## config.mk

```make
export PLATFORM = sky130hd
export DESIGN_NAME = smooth_quad_terrain_subdivide
export DESIGN_NICKNAME = d
export VERILOG_FILES = /design/src/hdl/sqts_pkg.sv /design/src/hdl/sqts_ctrl.sv /design/src/hdl/sqts_dp.sv /design/src/hdl/smooth_quad_terrain_subdivide.sv
export VERILOG_INCLUDE_DIRS = /design/src /design/src/hdl
export SDC_FILE = /design/constraint.sdc
export NUM_CORES = 2
export LEC_CHECK = 0
export BUFFER_PORTS_ARGS = -buffer_cell sky130_fd_sc_hd__buf_2
export CAP_MARGIN = 5
export CORE_MARGIN = 2
export CORE_UTILIZATION = 45
export CTS_BUF_LIST = sky130_fd_sc_hd__clkbuf_2 sky130_fd_sc_hd__clkbuf_4 sky130_fd_sc_hd__clkbuf_8
export DETAILED_ROUTE_END_ITERATION = 12
export GPL_TIMING_DRIVEN = 0
export PLACE_DENSITY = 0.66
export SLEW_MARGIN = 20
export SYNTH_ARGS = -nofsm -noshare
export SYNTH_HDL_FRONTEND = slang
export SYNTH_SLANG_ARGS = --single-unit
```

## constraint.sdc

```tcl
create_clock -name clk -period 12.49 [get_ports clk]
set_input_delay 1.249 -clock clk [delete_from_list [all_inputs] [get_ports clk]]
set_output_delay 1.249 -clock clk [all_outputs]
set_load 0.1 [all_outputs]
```

## src/hdl/smooth_quad_terrain_subdivide_assert.svh

```systemverilog
// Assertion macros for the terrain subdivision block.
`ifndef SMOOTH_QUAD_TERRAIN_SUBDIVIDE_ASSERT_SVH
`define SMOOTH_QUAD_TERRAIN_SUBDIVIDE_ASSERT_SVH
`ifndef SYNTH
`define SQTS_ASSERT_IMP(lbl, ante, cons) \
  lbl: assert property (@(posedge clk) disable iff (rst) (ante) |-> (cons)) \
    else $error("implication check failed");
`define SQTS_ASSERT_NXT(lbl, ante, cons) \
  lbl: assert property (@(posedge clk) disable iff (rst) (ante) |=> (cons)) \
    else $error("next-cycle check failed");
`else
`define SQTS_ASSERT_IMP(lbl, ante, cons)
`define SQTS_ASSERT_NXT(lbl, ante, cons)
`endif
`endif

```

## src/hdl/sqts_pkg.sv

```systemverilog
// Shared types and constants for the terrain subdivision block.
`timescale 1ns / 1ps
package sqts_pkg;
  localparam int DIV_STEPS = 31;
  localparam logic [0:0] REG_MAX_HEIGHT = 1'd0;
  localparam logic [0:0] REG_ROUGHNESS = 1'd1;

  typedef enum logic [2:0] {
    ST_IDLE,
    ST_START,
    ST_DIV,
    ST_DIVEND,
    ST_NEXTCH,
    ST_FINISH
  } state_t;

  typedef struct packed {
    logic       capture;
    logic       zero_off;
    logic       load_mul;
    logic       load_rough;
    logic       step;
    logic       store;
    logic       out_load;
    logic [1:0] child;
  } cmd_t;

  typedef struct packed {
    logic       mag_zero;
    logic       out_free;
    logic [4:0] level;
  } status_t;
endpackage

```

## src/hdl/sqts_ctrl.sv

```systemverilog
// Sequencer for the terrain subdivision block.
`timescale 1ns / 1ps
`include "smooth_quad_terrain_subdivide_assert.svh"
module sqts_ctrl (
  input  logic             clk,
  input  logic             rst,
  input  logic             in_valid,
  output logic             in_stall,
  input  sqts_pkg::status_t status,
  output sqts_pkg::cmd_t    cmd
);
  import sqts_pkg::*;

  state_t     state, state_next;
  logic [4:0] step, step_next;
  logic [4:0] lvl, lvl_next;
  logic [1:0] child, child_next;

  always_ff @(posedge clk) begin
    if (rst) begin
      state <= ST_IDLE;
      step  <= '0;
      lvl   <= '0;
      child <= '0;
    end else begin
      state <= state_next;
      step  <= step_next;
      lvl   <= lvl_next;
      child <= child_next;
    end
  end

  always_comb begin
    state_next = state;
    step_next  = step;
    lvl_next   = lvl;
    child_next = child;
    cmd        = '0;
    cmd.child  = child;
    in_stall   = (state != ST_IDLE);
    case (state)
      ST_IDLE: begin
        if (in_valid) begin
          cmd.capture = 1'b1;
          child_next  = '0;
          state_next  = ST_START;
        end
      end
      ST_START: begin
        lvl_next  = '0;
        step_next = '0;
        if (status.mag_zero) begin
          cmd.zero_off = 1'b1;
          state_next   = ST_NEXTCH;
        end else begin
          cmd.load_mul = 1'b1;
          state_next   = ST_DIV;
        end
      end
      ST_DIV: begin
        cmd.step = 1'b1;
        if (step == 5'(DIV_STEPS - 1)) begin
          step_next  = '0;
          state_next = ST_DIVEND;
        end else begin
          step_next = step + 5'd1;
        end
      end
      ST_DIVEND: begin
        if (lvl == status.level) begin
          cmd.store  = 1'b1;
          state_next = ST_NEXTCH;
        end else begin
          cmd.load_rough = 1'b1;
          lvl_next       = lvl + 5'd1;
          state_next     = ST_DIV;
        end
      end
      ST_NEXTCH: begin
        if (child == 2'd3) begin
          state_next = ST_FINISH;
        end else begin
          child_next = child + 2'd1;
          state_next = ST_START;
        end
      end
      ST_FINISH: begin
        if (status.out_free) begin
          cmd.out_load = 1'b1;
          state_next   = ST_IDLE;
        end
      end
      default: begin
        state_next = ST_IDLE;
      end
    endcase
  end

  `SQTS_ASSERT_IMP(a_step_only_in_div, (state != ST_DIV), (step == 5'd0))
  `SQTS_ASSERT_NXT(a_capture_starts, (state == ST_IDLE && in_valid), (state == ST_START))
  `SQTS_ASSERT_IMP(a_level_bounded, (state == ST_DIV), (lvl <= status.level))
endmodule

```

## src/hdl/sqts_dp.sv

```systemverilog
// Datapath: capture, shared restoring divider, offsets and result register.
`timescale 1ns / 1ps
module sqts_dp #(
  parameter int LEVEL_MAX = 31
) (
  input  logic               clk,
  input  logic               rst,
  input  logic               cfg_we,
  input  logic [0:0]         cfg_index,
  input  logic [30:0]        cfg_data,
  input  logic signed [31:0] parent_height,
  input  logic [4:0]         parent_level,
  input  logic signed [31:0] north_height,
  input  logic signed [31:0] south_height,
  input  logic signed [31:0] east_height,
  input  logic signed [31:0] west_height,
  input  logic [15:0]        rand_ne,
  input  logic [15:0]        rand_nw,
  input  logic [15:0]        rand_se,
  input  logic [15:0]        rand_sw,
  input  sqts_pkg::cmd_t     cmd,
  output sqts_pkg::status_t  status,
  output logic               out_valid,
  input  logic               out_stall,
  output logic signed [31:0] ne_height,
  output logic signed [31:0] nw_height,
  output logic signed [31:0] se_height,
  output logic signed [31:0] sw_height,
  output logic [4:0]         child_level
);
  import sqts_pkg::*;

  logic [30:0] max_height;
  logic [15:0] roughness;

  logic [17:0]        mag;
  logic [17:0]        dabs [4];
  logic               dneg [4];
  logic signed [32:0] base [4];
  logic signed [31:0] off  [4];
  logic [4:0]         level;
  logic [4:0]         clevel;
  logic [17:0]        rough_eff;

  logic [17:0] rem;
  logic [30:0] sh;
  logic [17:0] divisor;

  // Capture arithmetic.
  logic [15:0]        rv [4];
  logic [17:0]        rsum;
  logic signed [19:0] dv [4];
  logic [17:0]        av [4];
  logic [17:0]        m01, m23, mall;
  logic signed [34:0] pw, nb1 [4], nb2 [4], bsum [4];
  logic [5:0]         lvl_inc;

  always_comb begin
    rv[0] = rand_ne;
    rv[1] = rand_nw;
    rv[2] = rand_se;
    rv[3] = rand_sw;
    rsum = 18'(rv[0]) + 18'(rv[1]) + 18'(rv[2]) + 18'(rv[3]);
    for (int i = 0; i < 4; i++) begin
      dv[i] = $signed({2'b00, rv[i], 2'b00}) - $signed({2'b00, rsum});
      av[i] = dv[i][19] ? 18'(-dv[i]) : dv[i][17:0];
    end
    m01  = (av[0] > av[1]) ? av[0] : av[1];
    m23  = (av[2] > av[3]) ? av[2] : av[3];
    mall = (m01 > m23) ? m01 : m23;
    pw = 35'(parent_height) <<< 1;
    nb1[0] = 35'(north_height); nb2[0] = 35'(east_height);
    nb1[1] = 35'(north_height); nb2[1] = 35'(west_height);
    nb1[2] = 35'(south_height); nb2[2] = 35'(east_height);
    nb1[3] = 35'(south_height); nb2[3] = 35'(west_height);
    for (int i = 0; i < 4; i++) begin
      bsum[i] = pw + nb1[i] + nb2[i];
    end
    lvl_inc = 6'(parent_level) + 6'd1;
  end

  always_ff @(posedge clk) begin
    if (rst) begin
      max_height <= 31'd65536;
      roughness  <= 16'd512;
    end else if (cfg_we) begin
      case (cfg_index)
        REG_MAX_HEIGHT: max_height <= cfg_data;
        REG_ROUGHNESS:  roughness  <= cfg_data[15:0];
        default: ;
      endcase
    end
  end

  always_ff @(posedge clk) begin
    if (cmd.capture) begin
      mag   <= mall;
      level <= parent_level;
      for (int i = 0; i < 4; i++) begin
        dabs[i] <= av[i];
        dneg[i] <= dv[i][19];
        base[i] <= bsum[i][34:2];
      end
      if (7'(lvl_inc) > 7'(LEVEL_MAX)) clevel <= 5'(LEVEL_MAX);
      else clevel <= lvl_inc[4:0];
      rough_eff <= (roughness < 16'd256) ? 18'd256 : 18'(roughness);
    end
  end

  // Shared divider: 31 quotient bits, one per cycle.
  logic [48:0] prod;
  logic [18:0] trial;
  logic [18:0] diff;
  logic        ge;
  logic [31:0] qext;

  always_comb begin
    prod  = 49'(dabs[cmd.child]) * 49'(max_height);
    trial = {rem, sh[30]};
    diff  = trial - {1'b0, divisor};
    ge    = (trial >= {1'b0, divisor});
    qext  = {1'b0, sh};
  end

  always_ff @(posedge clk) begin
    if (cmd.load_mul) begin
      rem     <= prod[48:31];
      sh      <= prod[30:0];
      divisor <= mag;
    end else if (cmd.load_rough) begin
      rem     <= {10'd0, sh[30:23]};
      sh      <= {sh[22:0], 8'd0};
      divisor <= rough_eff;
    end else if (cmd.step) begin
      rem <= ge ? diff[17:0] : trial[17:0];
      sh  <= {sh[29:0], ge};
    end
  end

  always_ff @(posedge clk) begin
    if (cmd.zero_off) begin
      off[cmd.child] <= '0;
    end else if (cmd.store) begin
      off[cmd.child] <= dneg[cmd.child] ? -$signed(qext) : $signed(qext);
    end
  end

  // Sum and saturate at the output load.
  logic signed [33:0] hsum [4];
  logic signed [31:0] hsat [4];

  always_comb begin
    for (int i = 0; i < 4; i++) begin
      hsum[i] = 34'(base[i]) + 34'(off[i]);
      if (hsum[i][33:31] == 3'b000 || hsum[i][33:31] == 3'b111) begin
        hsat[i] = hsum[i][31:0];
      end else if (hsum[i][33]) begin
        hsat[i] = 32'sh80000000;
      end else begin
        hsat[i] = 32'sh7fffffff;
      end
    end
  end

  always_ff @(posedge clk) begin
    if (rst) begin
      out_valid <= 1'b0;
    end else if (cmd.out_load) begin
      out_valid <= 1'b1;
    end else if (!out_stall) begin
      out_valid <= 1'b0;
    end
  end

  always_ff @(posedge clk) begin
    if (cmd.out_load) begin
      ne_height   <= hsat[0];
      nw_height   <= hsat[1];
      se_height   <= hsat[2];
      sw_height   <= hsat[3];
      child_level <= clevel;
    end
  end

  assign status.mag_zero = (mag == 18'd0);
  assign status.out_free = !out_valid || !out_stall;
  assign status.level    = level;
endmodule

```

## src/hdl/smooth_quad_terrain_subdivide.sv

```systemverilog
// Top level of the terrain subdivision block: sequencer plus datapath.
`timescale 1ns / 1ps
//  channel   direction  signals
//  request   in         in_valid, in_stall, parent/neighbor heights, level, samples
//  result    out        out_valid, out_stall, four child heights, child_level
//  config    in         cfg_we, cfg_index, cfg_data
//
// A request keeps the block busy from the cycle in which it is accepted to the cycle
// in which its result is loaded; the result is registered at that load and shows on
// the outputs in the cycle after it. The single shared restoring divider, one quotient
// bit per cycle over 31 bits, does the divisions for all four children in turn.
// When all samples are equal the division is skipped.
// Reset is synchronous and restores max_height and roughness.
// A finished result waits in the output register while the next request is taken;
// the load of a new result waits as long as an earlier one is stalled.
module smooth_quad_terrain_subdivide #(
  parameter int LEVEL_MAX = 31
) (
  input  logic               clk,
  input  logic               rst,
  input  logic               cfg_we,
  input  logic [0:0]         cfg_index,
  input  logic [30:0]        cfg_data,
  input  logic               in_valid,
  output logic               in_stall,
  input  logic signed [31:0] parent_height,
  input  logic [4:0]         parent_level,
  input  logic signed [31:0] north_height,
  input  logic signed [31:0] south_height,
  input  logic signed [31:0] east_height,
  input  logic signed [31:0] west_height,
  input  logic [15:0]        rand_ne,
  input  logic [15:0]        rand_nw,
  input  logic [15:0]        rand_se,
  input  logic [15:0]        rand_sw,
  output logic               out_valid,
  input  logic               out_stall,
  output logic signed [31:0] ne_height,
  output logic signed [31:0] nw_height,
  output logic signed [31:0] se_height,
  output logic signed [31:0] sw_height,
  output logic [4:0]         child_level
);
  import sqts_pkg::*;

  // The sequencer walks the four children in turn; unless all samples are equal, each
  // child runs one scaled division by the largest deviation, then one roughness
  // division per parent level, all through the same divider.
  cmd_t    cmd;
  status_t status;

  sqts_ctrl u_ctrl (
    .clk      (clk),
    .rst      (rst),
    .in_valid (in_valid),
    .in_stall (in_stall),
    .status   (status),
    .cmd      (cmd)
  );

  sqts_dp #(
    .LEVEL_MAX (LEVEL_MAX)
  ) u_dp (
    .clk           (clk),
    .rst           (rst),
    .cfg_we        (cfg_we),
    .cfg_index     (cfg_index),
    .cfg_data      (cfg_data),
    .parent_height (parent_height),
    .parent_level  (parent_level),
    .north_height  (north_height),
    .south_height  (south_height),
    .east_height   (east_height),
    .west_height   (west_height),
    .rand_ne       (rand_ne),
    .rand_nw       (rand_nw),
    .rand_se       (rand_se),
    .rand_sw       (rand_sw),
    .cmd           (cmd),
    .status        (status),
    .out_valid     (out_valid),
    .out_stall     (out_stall),
    .ne_height     (ne_height),
    .nw_height     (nw_height),
    .se_height     (se_height),
    .sw_height     (sw_height),
    .child_level   (child_level)
  );
endmodule
```

* Yosys cells after proc, flatten, opt, wreduce, memory -nomap -nowiden
Memory sizes are Yosys's and may differ from the RTL's. A register that Yosys moved wholly into a read port is not among the register bits. Cells that the tools add are included.
Word-level totals: memory bits (writable) 336, logic and storage cells 167, output and inout port bits 135, flip-flop bits (word level) 309, memories kept 4, input port bits 266
Memory list:
- u_dp.base | words 4, width 33, read ports 4, clocked after memory_dff 0, write ports 4, line sqts_dp.sv:39 | logic signed [32:0] base [4];
- u_dp.off | words 4, width 32, read ports 4, clocked after memory_dff 0, write ports 1, line sqts_dp.sv:40 | logic signed [31:0] off [4];
- u_dp.dabs | words 4, width 18, read ports 1, clocked after memory_dff 1, write ports 4, line sqts_dp.sv:37 | logic [17:0] dabs [4];
- u_dp.dneg | words 4, width 1, read ports 1, clocked after memory_dff 1, write ports 4, line sqts_dp.sv:38 | logic dneg [4];
Operators by class: mux-type cells 65, $lt $le $gt $ge 6, multiply operators 1, reduce and logical (&&, ||, !) cells 24, add/sub/neg operators 27, bitwise operators 2, equal/unequal tests 18
Operators with widths (number):
- two-way mux 32 bit | 10
- two-way mux 18 bit | 13
- adder 33 x 32 -> 34 bit | 6
- adder 34 x 32 -> 35 bit | 4
- two-way mux 31 bit | 3
- subtractor 18 x 18 -> 19 bit | 4
- negator 18 bit | 4
- > comparator 18 bit | 3
- multiplier 18 x 31 -> 49 bit | 1
- adder 18 x 16 -> 18 bit | 2
- negator 31 -> 32 bit | 1
- two-way mux 1 bit | 20
- one-hot mux 5 bit (2 select lines) | 2
- >= comparator 19 x 18 -> 1 bit | 1
- == test 3 bit (second input constant) | 6
- zero test 18 bit | 1
- two-way mux 3 bit | 6
- one-hot mux 3 bit (6 select lines) | 1
- subtractor 18 bit | 1
- adder 16 x 16 -> 17 bit | 1
- < comparator 16 x 9 -> 1 bit (second input constant) | 1
- zero test 3 bit | 5
- two-way mux 2 bit | 7
- adder 5 x 1 -> 5 bit (second input constant) | 2
- 20 further kinds | 38

* Longest topological paths before layout
word-level depth 10, depth in mapped cells 63

* Cells and area by module
From an unflattened synthesis, not the netlist that was laid out.
Unflattened totals: cells, all modules 6509, area, all modules 62871.5 um2
By module, submodules not included:
- sqts_dp | times used 1, seq. area each 18257.5 um2, cells an instance 6381, area an instance 61850.6 um2
- sqts_ctrl | times used 1, seq. area each 300.3 um2, cells an instance 128, area an instance 1021.0 um2

* Worst setup path after synthesis
OpenSTA, ideal clock, no wires.
kind flip-flop to flip-flop, start register u_ctrl.state[2], end memory u_dp.base[0][0] (enable), stages on the path, launching flop included 4, setup slack -75 ps, data required time 11632 ps, library setup time 858 ps, arrival 11708 ps, cell sequence dfxtp_1 -> clkbuf_1 -> or3_1 -> nor2_1
RTL lines:
- start: declaration | line sqts_ctrl.sv:14 | state_t state, state_next;
- start signal: assignment | line sqts_ctrl.sv:26 | state <= state_next;
- end: declaration | line sqts_dp.sv:39

==> metrics.txt <==
# TYPE chip_impl_metric gauge
chip_impl_metric{name="routed_wl",unit="microns"} 194000
chip_impl_metric{name="grt_pass1_vias",unit=""} 50599
chip_impl_metric{name="synth_area",unit="sq mm"} 0.0631
chip_impl_info{name="status",value="complete, no violations"} 1
chip_impl_metric{name="fin_hold_ws",unit="ps"} 415
chip_impl_metric{name="start_util",unit=""} 0.453
chip_impl_metric{name="max-clock-path-buffers",unit=""} 3
chip_impl_metric{name="cp_data_required_time",unit="ps"} 13030
chip_impl_metric{name="io_buffer_count",unit=""} 398
chip_impl_metric{name="timing.final.max_slew_violations",unit=""} 0
chip_impl_metric{name="die_x",unit="microns"} 379
chip_impl_info{name="dominantRegCellSynth",value="edfxtp_1"} 1
chip_impl_info{name="hold_path.class",value="reg -> reg"} 1
chip_impl_metric{name="yosys_warns",unit=""} 0
chip_impl_metric{name="htree_num_levels",unit=""} 3
chip_impl_metric{name="post-route-worst-setup-slack",unit="ps"} 442
chip_impl_metric{name="timing.max_slew.rel_slack",unit=""} 0.112
chip_impl_info{name="reg2reg_to",value="u_dp.rem[17]$_DFFE_PP_"} 1
chip_impl_metric{name="holdPathStages",unit=""} 0
chip_impl_info{name="yosysTopAreaCell",value="edfxtp_1"} 1
chip_impl_metric{name="number_of_antenna_violations_at_the_first_check_in_global_routing",unit=""} 21
chip_impl_metric{name="dr.first_iter.drc_count",unit=""} 3914
chip_impl_metric{name="r2r_setup_slack",unit="ps"} 1780
chip_impl_info{name="startpoint_type",value="primary input"} 1
chip_impl_metric{name="fin_worst_skew",unit="ps"} 85.5
chip_impl_metric{name="timing.final.setup_violations",unit=""} 0
chip_impl_metric{name="wire_length_of_the_first_global_routing_pass",unit="microns"} 292000
chip_impl_metric{name="globalRoute.totalOverflow",unit=""} 0
chip_impl_metric{name="half_perimeter_wire_length_of_the_detailed_placement_result",unit="microns"} 161000
chip_impl_info{name="crit_slowest_cell",value="o41a_1"} 1
chip_impl_metric{name="fmaxAchievable",unit="GHz"} 0.0830
chip_impl_info{name="hold_end",value="u_dp.child_level[4]$_DFFE_PP_"} 1
chip_impl_info{name="ctsRootBufferMaster",value="clkbuf_8"} 1
chip_impl_info{name="timing_worst_setup_path_type",value="in -> reg"} 1
chip_impl_metric{name="finalWorstPathRequiredPeriod",unit="ps"} 12050
chip_impl_metric{name="timing.final.hold_violations",unit=""} 0
chip_impl_info{name="cts_tree",value="built"} 1
chip_impl_metric{name="die_height",unit="microns"} 379
chip_impl_metric{name="synth.yosys.seq_area_share",unit=""} 0.295
chip_impl_metric{name="die_area",unit="sq mm"} 0.143
chip_impl_info{name="hold_path.startpoint",value="u_dp.clevel[4]$_SDFFCE_PN1P_"} 1
chip_impl_metric{name="number_of_flip_flops_and_latches_in_the_synthesized_netlist",unit=""} 641
chip_impl_metric{name="drc_errors",unit=""} 0
chip_impl_metric{name="tightest_slew",unit="ps"} 1320
chip_impl_metric{name="crit_fanout",unit=""} 10
chip_impl_metric{name="fillers",unit=""} 12926
chip_impl_metric{name="max_cap_viol_count",unit=""} 0
chip_impl_metric{name="multi_input_area",unit="sq mm"} 0.0413
chip_impl_metric{name="setup_slack_at_placement",unit="ps"} -3170
chip_impl_metric{name="antenna_violating_nets_post_route",unit=""} 0
chip_impl_metric{name="final.period_utilization",unit=""} 0.965
chip_impl_metric{name="globalRouteTotalUtil",unit=""} 0.268
chip_impl_metric{name="synthesis.instances",unit=""} 6606
chip_impl_metric{name="post_drt_via_cell_ratio",unit=""} 5.59
chip_impl_metric{name="final_tns_setup",unit="ps"} 0
chip_impl_metric{name="post_drt_wl_per_cell",unit="microns"} 21.2
chip_impl_metric{name="number_of_buffers_inserted_during_clock_tree_synthesis",unit=""} 111
chip_impl_metric{name="critical-path-max-stage-delay",unit="ps"} 510
chip_impl_metric{name="mapped_avg_cell_area",unit="sq um"} 9.56
chip_impl_info{name="capturing_element_type_of_the_critical_path",value="register"} 1
chip_impl_metric{name="syn2layout_area_growth",unit="%"} 12.2
chip_impl_metric{name="clock_pin_slew_worst_setup_and_hold_paths",unit="ps"} 60
chip_impl_metric{name="synth_top_cell_area_share",unit=""} 0.274
chip_impl_metric{name="clock_insertion_delay_worst_skew",unit="ps"} 890
chip_impl_metric{name="floorplan.core_area",unit="sq mm"} 0.139
chip_impl_metric{name="final_layout_size_suffix_gt1_frac",unit=""} 0.110
chip_impl_metric{name="core.rowCount",unit=""} 137
chip_impl_metric{name="synth_edf_count",unit=""} 576
chip_impl_info{name="synthTopCellsByArea",value="edfxtp_1, fa_1, ha_1"} 1
chip_impl_metric{name="io-pin-count",unit=""} 401
chip_impl_metric{name="r2r_cells",unit=""} 27
chip_impl_metric{name="final_area",unit="sq mm"} 0.0708
chip_impl_metric{name="route.vias.total",unit=""} 51058
chip_impl_metric{name="finalNetCount",unit=""} 8520
chip_impl_metric{name="netlist-cell-type-count",unit=""} 105
chip_impl_metric{name="drt_pre_antenna_iters",unit=""} 6
chip_impl_metric{name="grt_start_max_net_pins",unit=""} 63
chip_impl_metric{name="worst-endpoint-arrival",unit="ps"} 12590
chip_impl_metric{name="placedInstanceArea",unit="sq mm"} 0.0679
chip_impl_metric{name="place_congestion",unit=""} 0.967
chip_impl_metric{name="async_flop_share",unit=""} 0
chip_impl_metric{name="clock_sink_count",unit=""} 641
chip_impl_metric{name="sequential_cell_area",unit="sq mm"} 0.0186
chip_impl_metric{name="synth.net_count",unit=""} 7975
-- cell families after synthesis --
group | after synthesis | share of synthesized area
AND/OR/NAND/NOR | 1858 | 0.138
AO/OA/AOI/OAI | 1449 | 0.146
adder cells (fa/ha/maj) | 1124 | 0.280
buffers and inverters | 977 | 0.0585
flip-flops | 641 | 0.295
XOR/XNOR | 494 | 0.0690
multiplexers | 63 | 0.0136
-- repair_timing --
item                                    CTS  global route
pin swaps                                 6            20
endpoints found under the setup margin   17            17
hold buffers                              0             0
buffers inserted                          8            11
gates cloned                              0             0
resized for setup                        33            68
-- sequential cells by signal, indices dropped and copies added (netlist names), 31 cells and up, named ones only --
| register | cells |
|---|---|
| u_dp.sw_height | 32 |
| u_dp.se_height | 32 |
| u_dp.ne_height | 32 |
| u_dp.base | 132 |
| u_dp.max_height | 31 |
| u_dp.nw_height | 32 |
| u_dp.sh | 31 |
| u_dp.off | 128 |
| u_dp.dabs | 68 |
-- synthesized netlist by cell type, types with 22 or more instances --
master / instances
and3_1: 51
a22oi_1: 22
o21ai_0: 315
a21o_1: 171
o22ai_1: 24
o21bai_1: 57
o21a_1: 79
nand2_1: 765
ha_1: 614
and2_1: 185
o31ai_1: 34
or3_1: 24
a21oi_1: 418
xor2_1: 178
nor2b_1: 81
a31oi_1: 50
o21ai_1: 25
nor3_1: 113
fa_1: 489
clkbuf_1: 191
nand2b_1: 70
dfxtp_1: 65
edfxtp_1: 576
inv_1: 744
nand4_1: 41
nor2_1: 346
mux2i_1: 33
a211oi_1: 40
nand3_1: 91
xnor2_1: 313
-- layout make-up --
type,instances,share of cell area
multi-input combinational,4988,0.583
inverter,752,0.0399
buffer,222,0.0128
clock inverter,67,0.00865
antenna,15,0.000530
timing repair buffer,435,0.0353
sequential,641,0.263
clock buffer,137,0.0245
tap,1876,0.0331
-- worst max-delay path by stage --
stage / slack [ps] / from / cells after the start / to
after global routing: -40 / rand_nw[0] / 64 / u_dp.mag[8]$_DFFE_PP_
after CTS: 2 / rand_ne[1] / 59 / u_dp.mag[8]$_DFFE_PP_
after floorplan: 170 / rand_ne[1] / 59 / u_dp.mag[5]$_DFFE_PP_
final: 440 / rand_ne[1] / 59 / u_dp.mag[8]$_DFFE_PP_
after global placement: -3150 / rand_ne[1] / 62 / u_dp.mag[8]$_DFFE_PP_
after detailed placement: -3170 / rand_ne[1] / 62 / u_dp.mag[8]$_DFFE_PP_
-- layer usage --
| layer | track usage | routed length (microns) | vias up |
|---|---|---|---|
| li1 | - | - | 23940 |
| met1 | 0.351 | 80400 | 24717 |
| met2 | 0.441 | 89400 | 1990 |
| met3 | 0.0391 | 14900 | 407 |
| met4 | 0.119 | 9350 | 4 |
| met5 | 0 | 33 | - |
-- stage by stage --
stage	util	std cells
3_5_place_dp	0.487	8898
2_1_floorplan	-	6606
3_3_place_gp	0.484	8880
6_report	0.508	9133
5_1_grt	0.508	9130
4_1_cts	0.506	9109
-- layout by cell type (no fill, tap or decap), types with 184 or more instances in the layout --
master,count
ha_1,608
inv_1,741
xnor2_1,308
buf_2,407
a21oi_1,408
edfxtp_1,576
nor2_1,341
nand2_1,764
o21ai_0,308
and2_1,184
fa_1,489
-- critical path, delay by kind of cell --
kind,cells,cell delay (ps)
xor gates and xnor gates,2,270
AOI/OAI and AO/OA,34,6240
adders and majority gates,6,2020
buffers and inverters,7,940
muxes,2,480
and+or+nand+nor,8,1370
Power is left out: the tool's default activity adds up to more than one toggle a clock period on the data nets, which glitch-free logic cannot reach.
